--- src/sv/led_blink_pattern_sequencer_core_assert.svh ---
// assertion macros for the led blink pattern sequencer
`ifndef LED_BLINK_PATTERN_SEQUENCER_CORE_ASSERT_SVH
`define LED_BLINK_PATTERN_SEQUENCER_CORE_ASSERT_SVH

// antecedent holds, consequent must follow in the next cycle
`define LBPS_ASSERT_NEXT(label, clk, rst_n, a, b, msg) \
	label: assert property (@(posedge clk) disable iff (!rst_n) (a) |=> (b)) \
		else $error(msg);

// condition holds in every cycle out of reset
`define LBPS_ASSERT_ALWAYS(label, clk, rst_n, a, msg) \
	label: assert property (@(posedge clk) disable iff (!rst_n) (a)) \
		else $error(msg);

`endif

--- src/sv/lbps_pkg.sv ---
// package with types, codes and pattern rom of the led blink pattern sequencer
package lbps_pkg;

	localparam int TIME_WIDTH_DEF = 32;
	localparam int NOW_W          = 32;
	localparam int MODE_W         = 5;
	localparam int PULSE_W        = 16;
	localparam int OP_W           = 2;
	localparam int STEP_W         = 4;
	localparam int DUR_W          = 12;
	localparam int MAX_STEPS      = 12;

	localparam logic [OP_W-1:0] OP_TICK  = 2'd0;
	localparam logic [OP_W-1:0] OP_SET   = 2'd1;
	localparam logic [OP_W-1:0] OP_PULSE = 2'd2;

	localparam logic [MODE_W-1:0] MODE_OFF          = 5'd0;
	localparam logic [MODE_W-1:0] MODE_IDLE         = 5'd1;
	localparam logic [MODE_W-1:0] MODE_BOOT         = 5'd2;
	localparam logic [MODE_W-1:0] MODE_PAIRING      = 5'd3;
	localparam logic [MODE_W-1:0] MODE_JOINING      = 5'd4;
	localparam logic [MODE_W-1:0] MODE_DEBUG_CONF   = 5'd5;
	localparam logic [MODE_W-1:0] MODE_SUCCESS_ONCE = 5'd6;
	localparam logic [MODE_W-1:0] MODE_SUCCESS_DBL  = 5'd7;
	localparam logic [MODE_W-1:0] MODE_ERROR_REP    = 5'd8;
	localparam logic [MODE_W-1:0] MODE_ERROR_ONCE   = 5'd9;
	localparam logic [MODE_W-1:0] MODE_FACTORY      = 5'd10;
	localparam logic [MODE_W-1:0] MODE_CAL_ENTER    = 5'd11;
	localparam logic [MODE_W-1:0] MODE_CAL_DRY      = 5'd12;
	localparam logic [MODE_W-1:0] MODE_CAL_WET      = 5'd13;
	localparam logic [MODE_W-1:0] MODE_CAL_PROMPT   = 5'd14;
	localparam logic [MODE_W-1:0] MODE_CAL_DONE     = 5'd15;
	localparam logic [MODE_W-1:0] MODE_CAL_ERR_REP  = 5'd16;
	localparam logic [MODE_W-1:0] MODE_COUNT        = 5'd17;

	typedef enum logic [3:0] {
		PAT_NONE,
		PAT_BOOT,
		PAT_PAIR,
		PAT_JOIN,
		PAT_SUCC,
		PAT_DBL,
		PAT_ERR,
		PAT_FACT,
		PAT_CAL,
		PAT_MEAS,
		PAT_WET
	} pat_t;

	typedef struct packed {
		logic [STEP_W-1:0] len;
		logic              loops;
		logic              once;
		pat_t              pat;
	} mode_desc_t;

	function automatic mode_desc_t mode_desc(input logic [MODE_W-1:0] m);
		mode_desc_t d;
		d = '{len: 4'd0, loops: 1'b0, once: 1'b0, pat: PAT_NONE};
		unique case (m)
			MODE_BOOT:         d = '{len: 4'd4,  loops: 1'b0, once: 1'b1, pat: PAT_BOOT};
			MODE_PAIRING:      d = '{len: 4'd4,  loops: 1'b1, once: 1'b0, pat: PAT_PAIR};
			MODE_JOINING:      d = '{len: 4'd2,  loops: 1'b1, once: 1'b0, pat: PAT_JOIN};
			MODE_DEBUG_CONF:   d = '{len: 4'd2,  loops: 1'b0, once: 1'b1, pat: PAT_SUCC};
			MODE_SUCCESS_ONCE: d = '{len: 4'd2,  loops: 1'b0, once: 1'b1, pat: PAT_SUCC};
			MODE_SUCCESS_DBL:  d = '{len: 4'd4,  loops: 1'b0, once: 1'b1, pat: PAT_DBL};
			MODE_ERROR_REP:    d = '{len: 4'd6,  loops: 1'b1, once: 1'b0, pat: PAT_ERR};
			MODE_ERROR_ONCE:   d = '{len: 4'd6,  loops: 1'b0, once: 1'b1, pat: PAT_ERR};
			MODE_FACTORY:      d = '{len: 4'd12, loops: 1'b0, once: 1'b1, pat: PAT_FACT};
			MODE_CAL_ENTER:    d = '{len: 4'd10, loops: 1'b0, once: 1'b1, pat: PAT_CAL};
			MODE_CAL_DRY:      d = '{len: 4'd2,  loops: 1'b1, once: 1'b0, pat: PAT_MEAS};
			MODE_CAL_WET:      d = '{len: 4'd2,  loops: 1'b1, once: 1'b0, pat: PAT_MEAS};
			MODE_CAL_PROMPT:   d = '{len: 4'd4,  loops: 1'b1, once: 1'b0, pat: PAT_WET};
			MODE_CAL_DONE:     d = '{len: 4'd2,  loops: 1'b0, once: 1'b1, pat: PAT_SUCC};
			MODE_CAL_ERR_REP:  d = '{len: 4'd6,  loops: 1'b1, once: 1'b0, pat: PAT_ERR};
			default:           d = '{len: 4'd0,  loops: 1'b0, once: 1'b0, pat: PAT_NONE};
		endcase
		return d;
	endfunction

	// every pattern starts lit and alternates, so only the duration is stored
	function automatic logic [DUR_W-1:0] step_ms(input pat_t p, input logic [STEP_W-1:0] idx);
		logic [DUR_W-1:0] ms;
		ms = '0;
		unique case (p)
			PAT_BOOT: ms = idx[0] ? 12'd150 : 12'd500;
			PAT_PAIR: ms = (idx == 4'd3) ? 12'd700 : 12'd100;
			PAT_JOIN: ms = idx[0] ? 12'd700 : 12'd300;
			PAT_SUCC: ms = idx[0] ? 12'd600 : 12'd3000;
			PAT_DBL:  ms = idx[0] ? 12'd300 : 12'd1500;
			PAT_ERR:  ms = 12'd100;
			PAT_FACT: ms = 12'd80;
			PAT_CAL:  ms = 12'd80;
			PAT_MEAS: ms = 12'd500;
			PAT_WET:  ms = (idx == 4'd3) ? 12'd800 : 12'd400;
			default:  ms = '0;
		endcase
		return ms;
	endfunction

endpackage

--- src/sv/lbps_if.sv ---
// stream interfaces for the command, result and configuration channels
interface lbps_cmd_if import lbps_pkg::*; ();
	logic               valid;
	logic               ready;
	logic [OP_W-1:0]    opcode;
	logic [NOW_W-1:0]   now_ms;
	logic [MODE_W-1:0]  mode;
	logic [PULSE_W-1:0] pulse_ms;

	modport source (output valid, output opcode, output now_ms, output mode,
		output pulse_ms, input ready);
	modport sink (input valid, input opcode, input now_ms, input mode,
		input pulse_ms, output ready);
endinterface

interface lbps_led_if import lbps_pkg::*; ();
	logic              valid;
	logic              ready;
	logic              led_level;
	logic              pattern_on;
	logic [MODE_W-1:0] current_mode;

	modport source (output valid, output led_level, output pattern_on,
		output current_mode, input ready);
	modport sink (input valid, input led_level, input pattern_on,
		input current_mode, output ready);
endinterface

interface lbps_cfg_if ();
	logic valid;
	logic ready;
	logic active_high;

	modport source (output valid, output active_high, input ready);
	modport sink (input valid, input active_high, output ready);
endinterface

--- src/sv/led_blink_pattern_sequencer_core.sv ---
// top level of the led blink pattern sequencer
//
// cmd carries one operation per transaction: tick, set mode or pulse.
// only a tick produces a transaction on led, giving the led level after
// polarity, the raw pattern bit and the mode in effect after that tick.
// set mode and pulse update internal state and produce nothing.
// cfg writes the polarity bit; it is always ready and should only be
// written while no command is in flight.
// a command is registered in stage one and processed there; a tick result
// is then registered in the output register and leaves from it on led.
// throughput: one command per cycle while no tick is held by a led stall;
// the loop is the update of the pattern state from stage one.
// when led stalls, a tick waits in stage one while the output register is
// full, which drops cmd ready; set mode and pulse still pass.
// reset starts the boot pattern at time zero with no pulse pending and the
// polarity active high; both channels come up empty.
`include "led_blink_pattern_sequencer_core_assert.svh"

module led_blink_pattern_sequencer_core import lbps_pkg::*; #(
	parameter int TIME_WIDTH = TIME_WIDTH_DEF
) (
	input  logic       clk,
	input  logic       arst_n,
	lbps_cfg_if.sink   cfg,
	lbps_cmd_if.sink   cmd,
	lbps_led_if.source led
);

	logic                  valid_s1;
	logic [OP_W-1:0]       opcode_s1;
	logic [NOW_W-1:0]      now_s1;
	logic [MODE_W-1:0]     mode_s1;
	logic [PULSE_W-1:0]    pulse_s1;

	logic                  active_high_q;
	logic [MODE_W-1:0]     active_mode_q;
	logic [MODE_W-1:0]     restore_mode_q;
	logic [STEP_W-1:0]     step_idx_q;
	logic [TIME_WIDTH-1:0] step_start_q;
	logic [TIME_WIDTH-1:0] pulse_until_q;

	logic                  out_valid_q;
	logic                  led_level_q;
	logic                  pattern_on_q;
	logic [MODE_W-1:0]     current_mode_q;

	logic                  out_free;
	logic                  s1_go;

	logic [TIME_WIDTH-1:0] now_t;
	mode_desc_t            d_act;
	mode_desc_t            d_req;
	logic                  restart;
	logic [STEP_W-1:0]     idx_eff;
	logic [TIME_WIDTH-1:0] start_eff;
	logic [TIME_WIDTH-1:0] elapsed;
	logic [DUR_W-1:0]      dur;
	logic                  lit;

	logic [MODE_W-1:0]     adv_mode;
	logic [STEP_W-1:0]     adv_idx;
	logic [TIME_WIDTH-1:0] adv_start;
	logic                  adv_base;

	logic [TIME_WIDTH-1:0] pulse_diff;
	logic                  pulse_act;
	logic                  on_bit;
	logic [TIME_WIDTH-1:0] until_t;
	logic [TIME_WIDTH-1:0] until_diff;
	logic                  until_later;

	assign out_free  = !out_valid_q || led.ready;
	assign s1_go     = valid_s1 && ((opcode_s1 != OP_TICK) || out_free);
	assign cmd.ready = !valid_s1 || s1_go;
	assign cfg.ready = 1'b1;

	assign led.valid        = out_valid_q;
	assign led.led_level    = led_level_q;
	assign led.pattern_on   = pattern_on_q;
	assign led.current_mode = current_mode_q;

	assign now_t = TIME_WIDTH'(now_s1);
	assign d_act = mode_desc(active_mode_q);
	assign d_req = mode_desc(mode_s1);

	// pattern advance for a tick
	always_comb begin
		restart   = (step_idx_q >= d_act.len);
		idx_eff   = restart ? '0 : step_idx_q;
		start_eff = restart ? now_t : step_start_q;
		lit       = !idx_eff[0];
		dur       = step_ms(d_act.pat, idx_eff);
		elapsed   = now_t - start_eff;
		adv_mode  = active_mode_q;
		adv_idx   = idx_eff;
		adv_start = start_eff;
		adv_base  = lit;
		if (d_act.len == '0) begin
			adv_idx   = step_idx_q;
			adv_start = step_start_q;
			adv_base  = 1'b0;
		end else if (elapsed >= TIME_WIDTH'(dur)) begin
			adv_start = now_t;
			if ((idx_eff + STEP_W'(1)) < d_act.len) begin
				adv_idx = idx_eff + STEP_W'(1);
			end else begin
				adv_idx = '0;
				if (!d_act.loops) begin
					priority if (active_mode_q == MODE_FACTORY) begin
						adv_mode = MODE_SUCCESS_ONCE;
					end else if (d_act.once) begin
						adv_mode = restore_mode_q;
					end else begin
						adv_mode = MODE_OFF;
					end
				end
			end
		end
	end

	// pulse overlay compares, signed modulo the time width
	always_comb begin
		pulse_diff  = pulse_until_q - now_t;
		pulse_act   = (pulse_diff != '0) && !pulse_diff[TIME_WIDTH-1];
		on_bit      = adv_base || pulse_act;
		until_t     = now_t + TIME_WIDTH'(pulse_s1);
		until_diff  = until_t - pulse_until_q;
		until_later = (until_diff != '0) && !until_diff[TIME_WIDTH-1];
	end

	always_ff @(posedge clk or negedge arst_n) begin
		if (!arst_n) begin
			valid_s1 <= 1'b0;
		end else if (cmd.ready) begin
			valid_s1 <= cmd.valid;
		end
	end

	always_ff @(posedge clk) begin
		if (cmd.valid && cmd.ready) begin
			opcode_s1 <= cmd.opcode;
			now_s1    <= cmd.now_ms;
			mode_s1   <= cmd.mode;
			pulse_s1  <= cmd.pulse_ms;
		end
	end

	always_ff @(posedge clk or negedge arst_n) begin
		if (!arst_n) begin
			active_high_q <= 1'b1;
		end else if (cfg.valid && cfg.ready) begin
			active_high_q <= cfg.active_high;
		end
	end

	always_ff @(posedge clk or negedge arst_n) begin
		if (!arst_n) begin
			active_mode_q  <= MODE_BOOT;
			restore_mode_q <= MODE_OFF;
			step_idx_q     <= '0;
			step_start_q   <= '0;
			pulse_until_q  <= '0;
		end else if (s1_go) begin
			unique case (opcode_s1)
				OP_TICK: begin
					active_mode_q <= adv_mode;
					step_idx_q    <= adv_idx;
					step_start_q  <= adv_start;
				end
				OP_SET: begin
					if (mode_s1 < MODE_COUNT) begin
						if (d_req.once) begin
							if (!d_act.once) begin
								restore_mode_q <= active_mode_q;
							end
							active_mode_q <= mode_s1;
							step_idx_q    <= '0;
							step_start_q  <= now_t;
						end else if (d_act.once) begin
							restore_mode_q <= mode_s1;
						end else begin
							active_mode_q <= mode_s1;
							step_idx_q    <= '0;
							step_start_q  <= now_t;
						end
					end
				end
				OP_PULSE: begin
					if (until_later) begin
						pulse_until_q <= until_t;
					end
				end
				default: begin
				end
			endcase
		end
	end

	always_ff @(posedge clk or negedge arst_n) begin
		if (!arst_n) begin
			out_valid_q <= 1'b0;
		end else if (s1_go && (opcode_s1 == OP_TICK)) begin
			out_valid_q <= 1'b1;
		end else if (led.ready) begin
			out_valid_q <= 1'b0;
		end
	end

	always_ff @(posedge clk) begin
		if (s1_go && (opcode_s1 == OP_TICK)) begin
			led_level_q    <= active_high_q ? on_bit : !on_bit;
			pattern_on_q   <= adv_base;
			current_mode_q <= adv_mode;
		end
	end

	`LBPS_ASSERT_NEXT(a_tick_gives_result, clk, arst_n,
		valid_s1 && (opcode_s1 == OP_TICK) && out_free, out_valid_q, "tick lost its result")
	`LBPS_ASSERT_ALWAYS(a_stall_only_on_tick, clk, arst_n,
		cmd.ready || (valid_s1 && (opcode_s1 == OP_TICK) && out_valid_q && !led.ready),
		"command channel stalled without a blocked tick")
	`LBPS_ASSERT_ALWAYS(a_mode_in_range, clk, arst_n,
		(active_mode_q < MODE_COUNT) && (restore_mode_q < MODE_COUNT), "mode out of range")
	`LBPS_ASSERT_ALWAYS(a_step_in_range, clk, arst_n,
		step_idx_q < STEP_W'(MAX_STEPS), "step index beyond longest pattern")

endmodule
--- src/flat_wrapper.sv ---
// flat-port wrapper written by rule: the top's interface ports become plain ports
module led_blink_pattern_sequencer_core_flat import lbps_pkg::*;
#(
	parameter int TIME_WIDTH = TIME_WIDTH_DEF
)
  (clk, arst_n, cfg_valid, cfg_active_high, cfg_ready, cmd_valid, cmd_opcode, cmd_now_ms, cmd_mode, cmd_pulse_ms, cmd_ready, led_valid, led_led_level, led_pattern_on, led_current_mode, led_ready);
  lbps_cfg_if cfg_i ();
  lbps_cmd_if cmd_i ();
  lbps_led_if led_i ();
  input  logic clk;
  input  logic arst_n;
  input wire logic [$bits(cfg_i.valid)-1:0] cfg_valid;
  input wire logic [$bits(cfg_i.active_high)-1:0] cfg_active_high;
  output wire logic [$bits(cfg_i.ready)-1:0] cfg_ready;
  input wire logic [$bits(cmd_i.valid)-1:0] cmd_valid;
  input wire logic [$bits(cmd_i.opcode)-1:0] cmd_opcode;
  input wire logic [$bits(cmd_i.now_ms)-1:0] cmd_now_ms;
  input wire logic [$bits(cmd_i.mode)-1:0] cmd_mode;
  input wire logic [$bits(cmd_i.pulse_ms)-1:0] cmd_pulse_ms;
  output wire logic [$bits(cmd_i.ready)-1:0] cmd_ready;
  output wire logic [$bits(led_i.valid)-1:0] led_valid;
  output wire logic [$bits(led_i.led_level)-1:0] led_led_level;
  output wire logic [$bits(led_i.pattern_on)-1:0] led_pattern_on;
  output wire logic [$bits(led_i.current_mode)-1:0] led_current_mode;
  input wire logic [$bits(led_i.ready)-1:0] led_ready;
  assign cfg_i.valid = cfg_valid;
  assign cfg_i.active_high = cfg_active_high;
  assign cfg_ready = cfg_i.ready;
  assign cmd_i.valid = cmd_valid;
  assign cmd_i.opcode = cmd_opcode;
  assign cmd_i.now_ms = cmd_now_ms;
  assign cmd_i.mode = cmd_mode;
  assign cmd_i.pulse_ms = cmd_pulse_ms;
  assign cmd_ready = cmd_i.ready;
  assign led_valid = led_i.valid;
  assign led_led_level = led_i.led_level;
  assign led_pattern_on = led_i.pattern_on;
  assign led_current_mode = led_i.current_mode;
  assign led_i.ready = led_ready;
  led_blink_pattern_sequencer_core #(.TIME_WIDTH(TIME_WIDTH)) u_core (.clk(clk), .arst_n(arst_n), .cfg(cfg_i), .cmd(cmd_i), .led(led_i));
endmodule
--- config.mk ---
export PLATFORM = sky130hd
export DESIGN_NAME = led_blink_pattern_sequencer_core_flat
export DESIGN_NICKNAME = d
export VERILOG_FILES = /design/src/sv/lbps_pkg.sv /design/src/sv/lbps_if.sv /design/src/sv/led_blink_pattern_sequencer_core.sv /design/src/flat_wrapper.sv
export VERILOG_INCLUDE_DIRS = /design/src /design/src/sv
export SDC_FILE = /design/constraint.sdc
export NUM_CORES = 1
export LEC_CHECK = 0
export ABC_AREA = 1
export BUFFER_PORTS_ARGS = -buffer_cell sky130_fd_sc_hd__buf_2
export CORE_ASPECT_RATIO = 0.7
export CORE_MARGIN = 3
export CORE_UTILIZATION = 41
export CTS_CLUSTER_DIAMETER = 200
export CTS_CLUSTER_SIZE = 14
export DETAILED_ROUTE_END_ITERATION = 10
export PLACE_DENSITY = 0.6
export SKIP_LAST_GASP = 1
export SYNTH_ARGS = -nofsm -noshare
export SYNTH_HDL_FRONTEND = slang
export SYNTH_SLANG_ARGS = --single-unit
export TNS_END_PERCENT = 100
--- constraint.sdc ---
create_clock -name clk -period 9.9 [get_ports clk]
set_clock_uncertainty 0.05 [all_clocks]
set_input_delay 0.495 -clock clk [delete_from_list [all_inputs] [get_ports clk]]
set_output_delay 0.495 -clock clk [all_outputs]
set_load 0.05 [all_outputs]
Word level (Yosys, flattened, before mapping) --
Memories as Yosys holds them, arrays and structs flattened. A register that Yosys moved wholly into a read port is not among the register bits. Index checks and enable logic that the tools add are counted.
Storage, ports and cells: word-level logic and storage cells 112, ROM bits 576, memories 2, bits in registers 143, bits of input ports 61
Memories:
- (no name shown) | words 32, bits a word 9, rd ports 1, clocked after Yosys merged registers in 1, wr ports 0, RTL line lbps_pkg.sv:60 | unique case (m)
- (no name shown) | words 32, bits a word 9, rd ports 1, clocked after Yosys merged registers in 0, wr ports 0, RTL line lbps_pkg.sv:60
Cells by class: $lt $le $gt $ge 4, muxes and demuxes 40, reductions and logical operators 28, add/sub/neg operators 5, equality and inequality tests 18
Operator list (count):
- $mux 32 | 6
- $pmux 12 s9 | 1
- $sub 32x32->32 | 3
- $mux 5 | 13
- $pmux 32 s2 | 1
- $reduce_bool 32->1 | 2
- $add 32x16->32 | 1
- $ge 32x12->1 | 1
- $mux 10 | 3
- $mux 4 | 7
- $eq 4x3->1 const B | 4
- $eq 4x2->1 const B | 3
- $eq 4x4->1 const B | 3
- $mux 12 | 1
- $mux 11 | 1
- $pmux 5 s2 | 1
- $reduce_and 5->1 | 2
- $mux 9 | 1
- $pmux 4 s2 | 1
- $reduce_bool 2->1 | 4
- $logic_not 1->1 | 6
- $eq 5x4->1 const B | 1
- $logic_and 1x1->1 | 5
- $lt 5x5->1 const B | 1
- other kinds (16) | 23

Logic depth before layout (Yosys ltp) --
Gate-level depths: netlist (run 1). An unclocked memory read counts as a cell.
word-level depth 10, depth in mapped cells 44, gate-level depth less buffers 40

Least setup slack after synthesis (run 1) --
No wires, ideal clock.
kind register to register, start register u_core.active_mode_q[0], end register u_core.current_mode_q[3] (netlist: u_core.led.current_mode[3]) (data pin), data required time 9.596 ns, slack 4.195 ns, arrival 5.401 ns, library setup time 0.254 ns, cell stages (with the launch flop) 40, path buffers 4, cells stage by stage dfrtp_1 inv_1 ha_1 inv_1 nor4_1 inv_1 nand2_1 ha_1 nand2_1 nand2_1 nand2_4 buf_6 nand2_1 clkbuf_1 clkbuf_1 nand2_1 o21ai_0 ha_1 [... 4 more ...] inv_1 nand2_2 xor2_1 ha_1 nand2_1 nor2_1 a22oi_1 o2111a_1 o21ai_0 a21oi_1 nand3_1 nor2_1 nand2_1 nor2_2 nand3_4 buf_2 nand3_1 nand2_1
On the way: cells in the longest elaborated chain, start to end 9, elaborated cells between the ends (all ways) 35, classes of those cells 2 x add/sub; 3 x order compare; 12 x eq/ne; 15 x mux; 2 x reduce/logical; 1 x memory
RTL lines:
- start: declaration | RTL line led_blink_pattern_sequencer_core.sv:36 | logic [MODE_W-1:0] active_mode_q;
- start signal: assignment | RTL line led_blink_pattern_sequencer_core.sv:166 | active_mode_q <= adv_mode;
- start signal: assignment | RTL line led_blink_pattern_sequencer_core.sv:176 | active_mode_q <= mode_s1;
- start signal: assignment | RTL line led_blink_pattern_sequencer_core.sv:182 | active_mode_q <= mode_s1;
- branches (longest 8 deep; another with $sub 32x32->32)
- $mux 5 (*) | RTL line led_blink_pattern_sequencer_core.sv:98 | if (d_act.len == '0) begin
- named net u_core.adv_mode[3] | RTL line led_blink_pattern_sequencer_core.sv:60 | logic [MODE_W-1:0] adv_mode;
- end signal: assignment | RTL line led_blink_pattern_sequencer_core.sv:213 | current_mode_q <= adv_mode;
- end: declaration | RTL line led_blink_pattern_sequencer_core.sv:45 | logic [MODE_W-1:0] current_mode_q;
Mark *: on every way through the listed nets, which the timed path passes. A chain may end at the register's enable or synchronous reset.

Worst setup path after layout (run 1) --
start register u_core.active_mode_q[0], end register u_core.step_start_q[19]
On the way: cells in the longest elaborated chain, start to end 10, elaborated cells between the ends (all ways) 32, classes of those cells 1 x add/sub; 2 x order compare; 13 x eq/ne; 12 x mux; 3 x reduce/logical; 1 x memory
RTL lines:
- $mem_v2 32x9 (*)
- branches (longest 9 deep; another with $sub 32x32->32)
- end signal: assignment | RTL line led_blink_pattern_sequencer_core.sv:168 | step_start_q <= adv_start;
- end signal: assignment | RTL line led_blink_pattern_sequencer_core.sv:178 | step_start_q <= now_t;
- end signal: assignment | RTL line led_blink_pattern_sequencer_core.sv:184 | step_start_q <= now_t;
- end: declaration | RTL line led_blink_pattern_sequencer_core.sv:39 | logic [TIME_WIDTH-1:0] step_start_q;
Every way passes the cells marked *. The select of a mux whose other input is x is not followed.

==> flow_metrics.env, run 1 <==
export IMPL_drtIter0Drc=1703
export IMPL_grt_pass1_wl_um=71700
export IMPL_dr_max_layer_used="met4"
export IMPL_async_flop_share=0.563
export IMPL_area_growth_pct=9.71
export IMPL_drv_slew=0
export IMPL_place_ws_ps=2800
export IMPL_num_vias=14156
export IMPL_worstSkewPairLatency_ps=450
export IMPL_antenna_found_initial=0
export IMPL_regArea_mm2=0.00391
export IMPL_cts_tree="done"
export IMPL_wl_per_cell_um=17.1
export IMPL_path_class="flop to flop"
export IMPL_ys_ff_latch=144
export IMPL_wl_met3_um=3940
export IMPL_fillers=3528
export IMPL_rsz0062_at_grt="no"
export IMPL_ys_seq_area_frac=0.273
export IMPL_reg2reg_to="u_core.step_start_q[19]"
export IMPL_track_usage=0.244
export IMPL_clockBufferDepth=2
export IMPL_met2_wirelength_um=17100
export IMPL_hold_viol_final=0
export IMPL_placementRows=56
export IMPL_layout_min_cycle_time_ps=7180
export IMPL_required_ps=10180
export IMPL_synth_cell_types=68
export IMPL_core_mm2=0.0340
export IMPL_ant_nets=0
export IMPL_slowest_delay_ps=640
export IMPL_cts_htree_levels=4
export IMPL_setup_violations=0
export IMPL_min_from="cmd_pulse_ms[15]"
export IMPL_fin_crit_sh=0.725
export IMPL_tns_ps=0
export IMPL_setup_slack_ps=2720
export IMPL_cp_end_kind="flop"
export IMPL_dieHeight_um=162
export IMPL_ys_warn_count=0
export IMPL_cts_made_buffers=17
export IMPL_slew_limit_headroom=0.337
export IMPL_cp_slowest_cell="a21oi_4"
export IMPL_synth_edf_count=62
export IMPL_cts_sinks=144
export IMPL_dp_hpwl_um=36700
export IMPL_post_cts_buffers=0
export IMPL_reg2reg_depth=33
export IMPL_overflow=0
export IMPL_syn_inst=2104
export IMPL_io_buffers=69
export IMPL_r2r_slack_ps=2720
export IMPL_cp_max_fo=54
export IMPL_cp_start_kind="flop"
export IMPL_dr_pass1_iters=6
export IMPL_fmax_mhz=139
export IMPL_synth_area_per_cell_um2=6.81
export IMPL_final_nets=2355
export IMPL_die_w_um=229
export IMPL_start_util=0.421
export IMPL_drc=0
export IMPL_multi_input_area_mm2=0.00916
export IMPL_first_global_vias=12841
export IMPL_maxCapViolations=0
export IMPL_min_path_cells=1
export IMPL_routed_via_density=5.36
export IMPL_timing_rr_start="u_core.active_mode_q[0]"
export IMPL_path_clk_slew_ps=70
export IMPL_syn_area_mm2=0.0143
export IMPL_gp_congestion=1.05
export IMPL_antenna_cells=0
export IMPL_root_buffer="clkbuf_16"
export IMPL_wl_um=45300
export IMPL_grt_max_degree=59
export IMPL_hp_class="primary input to flop"
export IMPL_drive_gt1_frac=0.0748
export IMPL_status="finished, final reports clean"
export IMPL_die_area_mm2=0.0372
export IMPL_ys_flop_type="dfrtp_1"
export IMPL_met1Wirelength_um=23900
export IMPL_crit_path_frequent_cell="nand2_1"
export IMPL_tightest_slew_ps=992
export IMPL_hold_path_endpoint="u_core.pulse_s1[15]"
export IMPL_cp_arrival_ps=7460
export IMPL_syn_nets=2293
export IMPL_ioPinCount=71
==> layout by cell type (no fill, tap or decap), drive strengths merged, types with 62 or more instances in the layout <==
cell type	n
dfrtp	79
a21oi	154
ha	125
edfxtp	62
nand2	658
nand3	107
buf	76
o21ai	132
inv	284
nor2	175
xor2	63
==> area by class of cell <==
type                       count  share of cell area
sequential                   144               0.249
clock buffer                  19              0.0288
timing repair buffer          77              0.0261
multi-input combinational   1643               0.583
inverter                     283              0.0676
clock inverter                13             0.00860
tap                          464              0.0370
==> synthesized netlist by cell type, types with 12 or more instances <==
cell	instances	area share
clkbuf_1	16	0.0042
a21oi_1	150	0.052
dfrtp_1	79	0.14
o211ai_1	14	0.0073
inv_1	271	0.071
xor2_1	63	0.039
nand2_1	647	0.17
edfxtp_1	62	0.13
xnor2_1	33	0.020
nor3_1	32	0.011
o21ai_0	120	0.042
a21boi_0	12	0.0063
nor4_1	15	0.0066
ha_1	125	0.11
nand4_1	32	0.014
nand3_1	101	0.035
nor2_1	169	0.044
==> worst max-delay path by stage <==
stage                                        from                    endpoint  slack [ps]
final                     u_core.active_mode_q[0]     u_core.step_start_q[19]        2720
after CTS                 u_core.active_mode_q[0]     u_core.step_start_q[31]        2780
after floorplan           u_core.active_mode_q[0]  u_core.led.current_mode[3]        4200
after detailed placement  u_core.active_mode_q[0]     u_core.step_start_q[31]        2800
after global placement    u_core.active_mode_q[0]     u_core.step_start_q[31]        3030
after global routing      u_core.active_mode_q[0]     u_core.step_start_q[17]        1960
==> layer usage <==
layer,track usage,up-vias
met4,0.0376,0
met5,0,-
met2,0.331,500
met1,0.392,6548
met3,0.0544,27
li1,-,7081
==> sequential cells by signal (all words and copies together), names as in the netlist, 2 cells and up <==
register,count
u_core.active_mode_q,5
u_core.led.current_mode,5
u_core.mode_s1,5
u_core.now_s1,32
u_core.opcode_s1,2
u_core.pulse_s1,16
u_core.pulse_until_q,32
u_core.restore_mode_q,5
u_core.step_idx_q,4
u_core.step_start_q,32
==> worst max-delay path: cells and delay by family, from the launching register on <==
kind / cells / cell delay (ps)
xor+xnor: 1 / 170
compound gates: 9 / 2010
simple gates: 14 / 2420
buf+inv: 5 / 790
fa+ha+maj: 4 / 1140
flops: 1 / 430
==> what timing repair did <==
item	CTS	global route
hold endpoints to repair	21	0
resized for setup	0	0
hold buffers	1	0
==> per-stage QoR <==
stage / util / hold WS [ps] / cell area (µm²) / std cells
floorplan: - / 149 / 14300 / 2104
global placement: 0.445 / 385 / 15100 / 2610
detailed placement: 0.445 / 384 / 15100 / 2610
CTS: 0.462 / 148 / 15700 / 2643
global route: 0.462 / 146 / 15700 / 2643
finish: 0.462 / 170 / 15700 / 2643
==> kinds of logic after synthesis <==
logic type      share of synthesized area
fa+ha+maj                           0.113
other cells                      0.000262
buf+inv                            0.0876
xor+xnor                           0.0587
compound gates                      0.147
simple gates                        0.320
flops                               0.273
Power of run 1 is left out: the tool's default activity adds up to more than one toggle a clock period on the data nets, which glitch-free logic cannot reach.
==> run 2, diff against run 1 <==
- clock period: 9.9 -> 6.7 ns (I/O delays scaled with it)
==> run 2 against run 1 <==
Count of clock-buffer cells in the layout is the same; setup slack lost 2300 ps; via count grew 0.71%; final area grew 3.1%; sequential share of layout area shrank 0.76 points; cell count grew 1.7%; wire length grew 1.9%; die area is the same; global-route usage grew 0.27 points; flip-flop and latch count is the same; critical path type unchanged; non-clock buffer count grew 45; fmax grew 15%.
==> flow_metrics.env, run 2 (synthesis gave the netlist of run 1 again) <==
export IMPL_cp_end_kind="flop"
export IMPL_drc=0
export IMPL_cp_max_fo=22
export IMPL_routed_via_density=5.30
export IMPL_reg2reg_to="u_core.pulse_until_q[1]"
export IMPL_reg2reg_depth=33
export IMPL_grt_use_met2=0.317
export IMPL_min_path_cells=1
export IMPL_drv_slew=0
export IMPL_path_class="flop to flop"
export IMPL_grt_max_degree=61
export IMPL_io_buffers=69
export IMPL_cpLargestDelayFamily="simple AND/OR/NAND/NOR gates"
export IMPL_dieHeight_um=162
export IMPL_min_from="cmd_pulse_ms[1]"
export IMPL_gp_congestion=1.00
export IMPL_timing_rr_start="u_core.now_s1[2]"
export IMPL_root_buffer="clkbuf_16"
export IMPL_core_mm2=0.0340
export IMPL_start_util=0.421
export IMPL_hold_path_endpoint="u_core.pulse_s1[1]"
export IMPL_slew_limit_headroom=0.365
export IMPL_drive_gt1_frac=0.0809
export IMPL_crit_path_frequent_cell="nand2_1"
export IMPL_ant_nets=0
export IMPL_regArea_mm2=0.00391
export IMPL_first_global_vias=12800
export IMPL_wl_um=46100
export IMPL_maxCapViolations=0
export IMPL_cts_tree="done"
export IMPL_dp_hpwl_um=37100
export IMPL_grt_pass1_wl_um=72300
export IMPL_use_met3=0.0540
export IMPL_tns_ps=0
export IMPL_ioPinCount=71
export IMPL_hp_class="primary input to flop"
export IMPL_antenna_cells=0
export IMPL_cp_slowest_cell="edfxtp_1"
export IMPL_fin_hold_ws_ps=21.5
export IMPL_wl_per_cell_um=17.2
export IMPL_required_ps=7010
export IMPL_layout_commonest_cell="nand2_1"
export IMPL_fin_crit_sh=0.935
export IMPL_final_nets=2401
export IMPL_final_cell_mix="nand2_1, inv_1, nor2_1"
export IMPL_path_clk_slew_ps=60
export IMPL_worstSkewPairLatency_ps=450
export IMPL_multi_input_area_mm2=0.00917
export IMPL_rsz0062_at_grt="no"
export IMPL_clockBufferDepth=2
export IMPL_cts_htree_levels=4
export IMPL_r2r_slack_ps=440
export IMPL_hold_viol_final=0
export IMPL_tightest_slew_ps=951
export IMPL_grt_busiest_layer="met1"
export IMPL_cts_sinks=144
export IMPL_drtIter0Drc=1365
export IMPL_use_met1=0.410
export IMPL_largestRegisters="u_core.now_s1 (32), u_core.pulse_until_q (32), u_core.step_start_q (32)"
export IMPL_overflow=0
export IMPL_worst_path_buf_inv=2
export IMPL_cp_start_kind="flop"
export IMPL_dp_cells=2622
export IMPL_placementRows=56
export IMPL_cts_made_buffers=17
export IMPL_layout_min_cycle_time_ps=6260
export IMPL_dr_pass1_iters=6
export IMPL_cp_arrival_ps=6570
export IMPL_instances_no_fill=2689
export IMPL_fillers=3490
export IMPL_fmax_mhz=160
export IMPL_die_area_mm2=0.0372
export IMPL_track_usage=0.246
export IMPL_status="finished, final reports clean"
export IMPL_die_w_um=229
export IMPL_setup_violations=0
export IMPL_area_growth_pct=13.2
export IMPL_slowest_delay_ps=430
export IMPL_num_vias=14256
export IMPL_antenna_found_initial=0
[run 2: cell types whose count changed in the layout (fill, tap and decap cells not counted), sizes merged]
cell,previous run,this run
dlygate4sd3,1,30
buf,76,92
inv,284,282
bufinv,2,3
clkinvlp,3,4
nor2,175,176
[run 2: worst register-to-register path, delay by kind of cell, from the launching register on]
kind	cells	cell delay, ps
adder cells (fa/ha/maj)	2	760
AO/OA/AOI/OAI	9	1960
buffers and inverters	2	310
AND/OR/NAND/NOR	18	2380
XOR/XNOR	2	280
flip-flops	1	430
[run 2: worst max path at each step]
stage	startpoint	endpoint	slack [ps]	cells past startpoint
global route	u_core.active_mode_q[0]	u_core.active_mode_q[0]	3	38
detailed placement	u_core.now_s1[0]	u_core.pulse_until_q[20]	280	28
floorplan	u_core.active_mode_q[0]	u_core.led.current_mode[3]	1000	39
global placement	u_core.now_s1[0]	u_core.pulse_until_q[2]	260	28
CTS	u_core.now_s1[0]	u_core.pulse_until_q[1]	230	28
finish	u_core.now_s1[2]	u_core.pulse_until_q[1]	440	33
[run 2: through the flow]
step	setup WS, ps	area, µm²	util
floorplan	995	14300	-
global placement	257	15200	0.448
detailed placement	277	15200	0.448
CTS	225	16000	0.471
global route	3.28	16200	0.477
finish	439	16200	0.477
[run 2: routing by layer]
metal	wire length, µm	part of all wire
met3	4190	0.091
met1	24700	0.53
met4	435	0.0094
met5	0	0
met2	16900	0.37
[run 2: layout make-up]
type                            count  area share
Clock buffer                       19      0.0267
Clock inverter                     13      0.0101
Inverter                          283      0.0657
Multi-Input combinational cell   1644       0.566
Sequential cell                   144       0.241
Tap cell                          464      0.0358
Timing Repair Buffer              122      0.0540
[run 2: repair_timing]
| item | CTS | global route |
|---|---|---|
| setup buffers | 0 | 4 |
| resized for setup | 0 | 7 |
| endpoints found under the hold margin | 37 | 11 |
| setup endpoints to repair | 0 | 74 |
| hold buffers | 19 | 11 |
Power of run 2 is left out for the same reason.
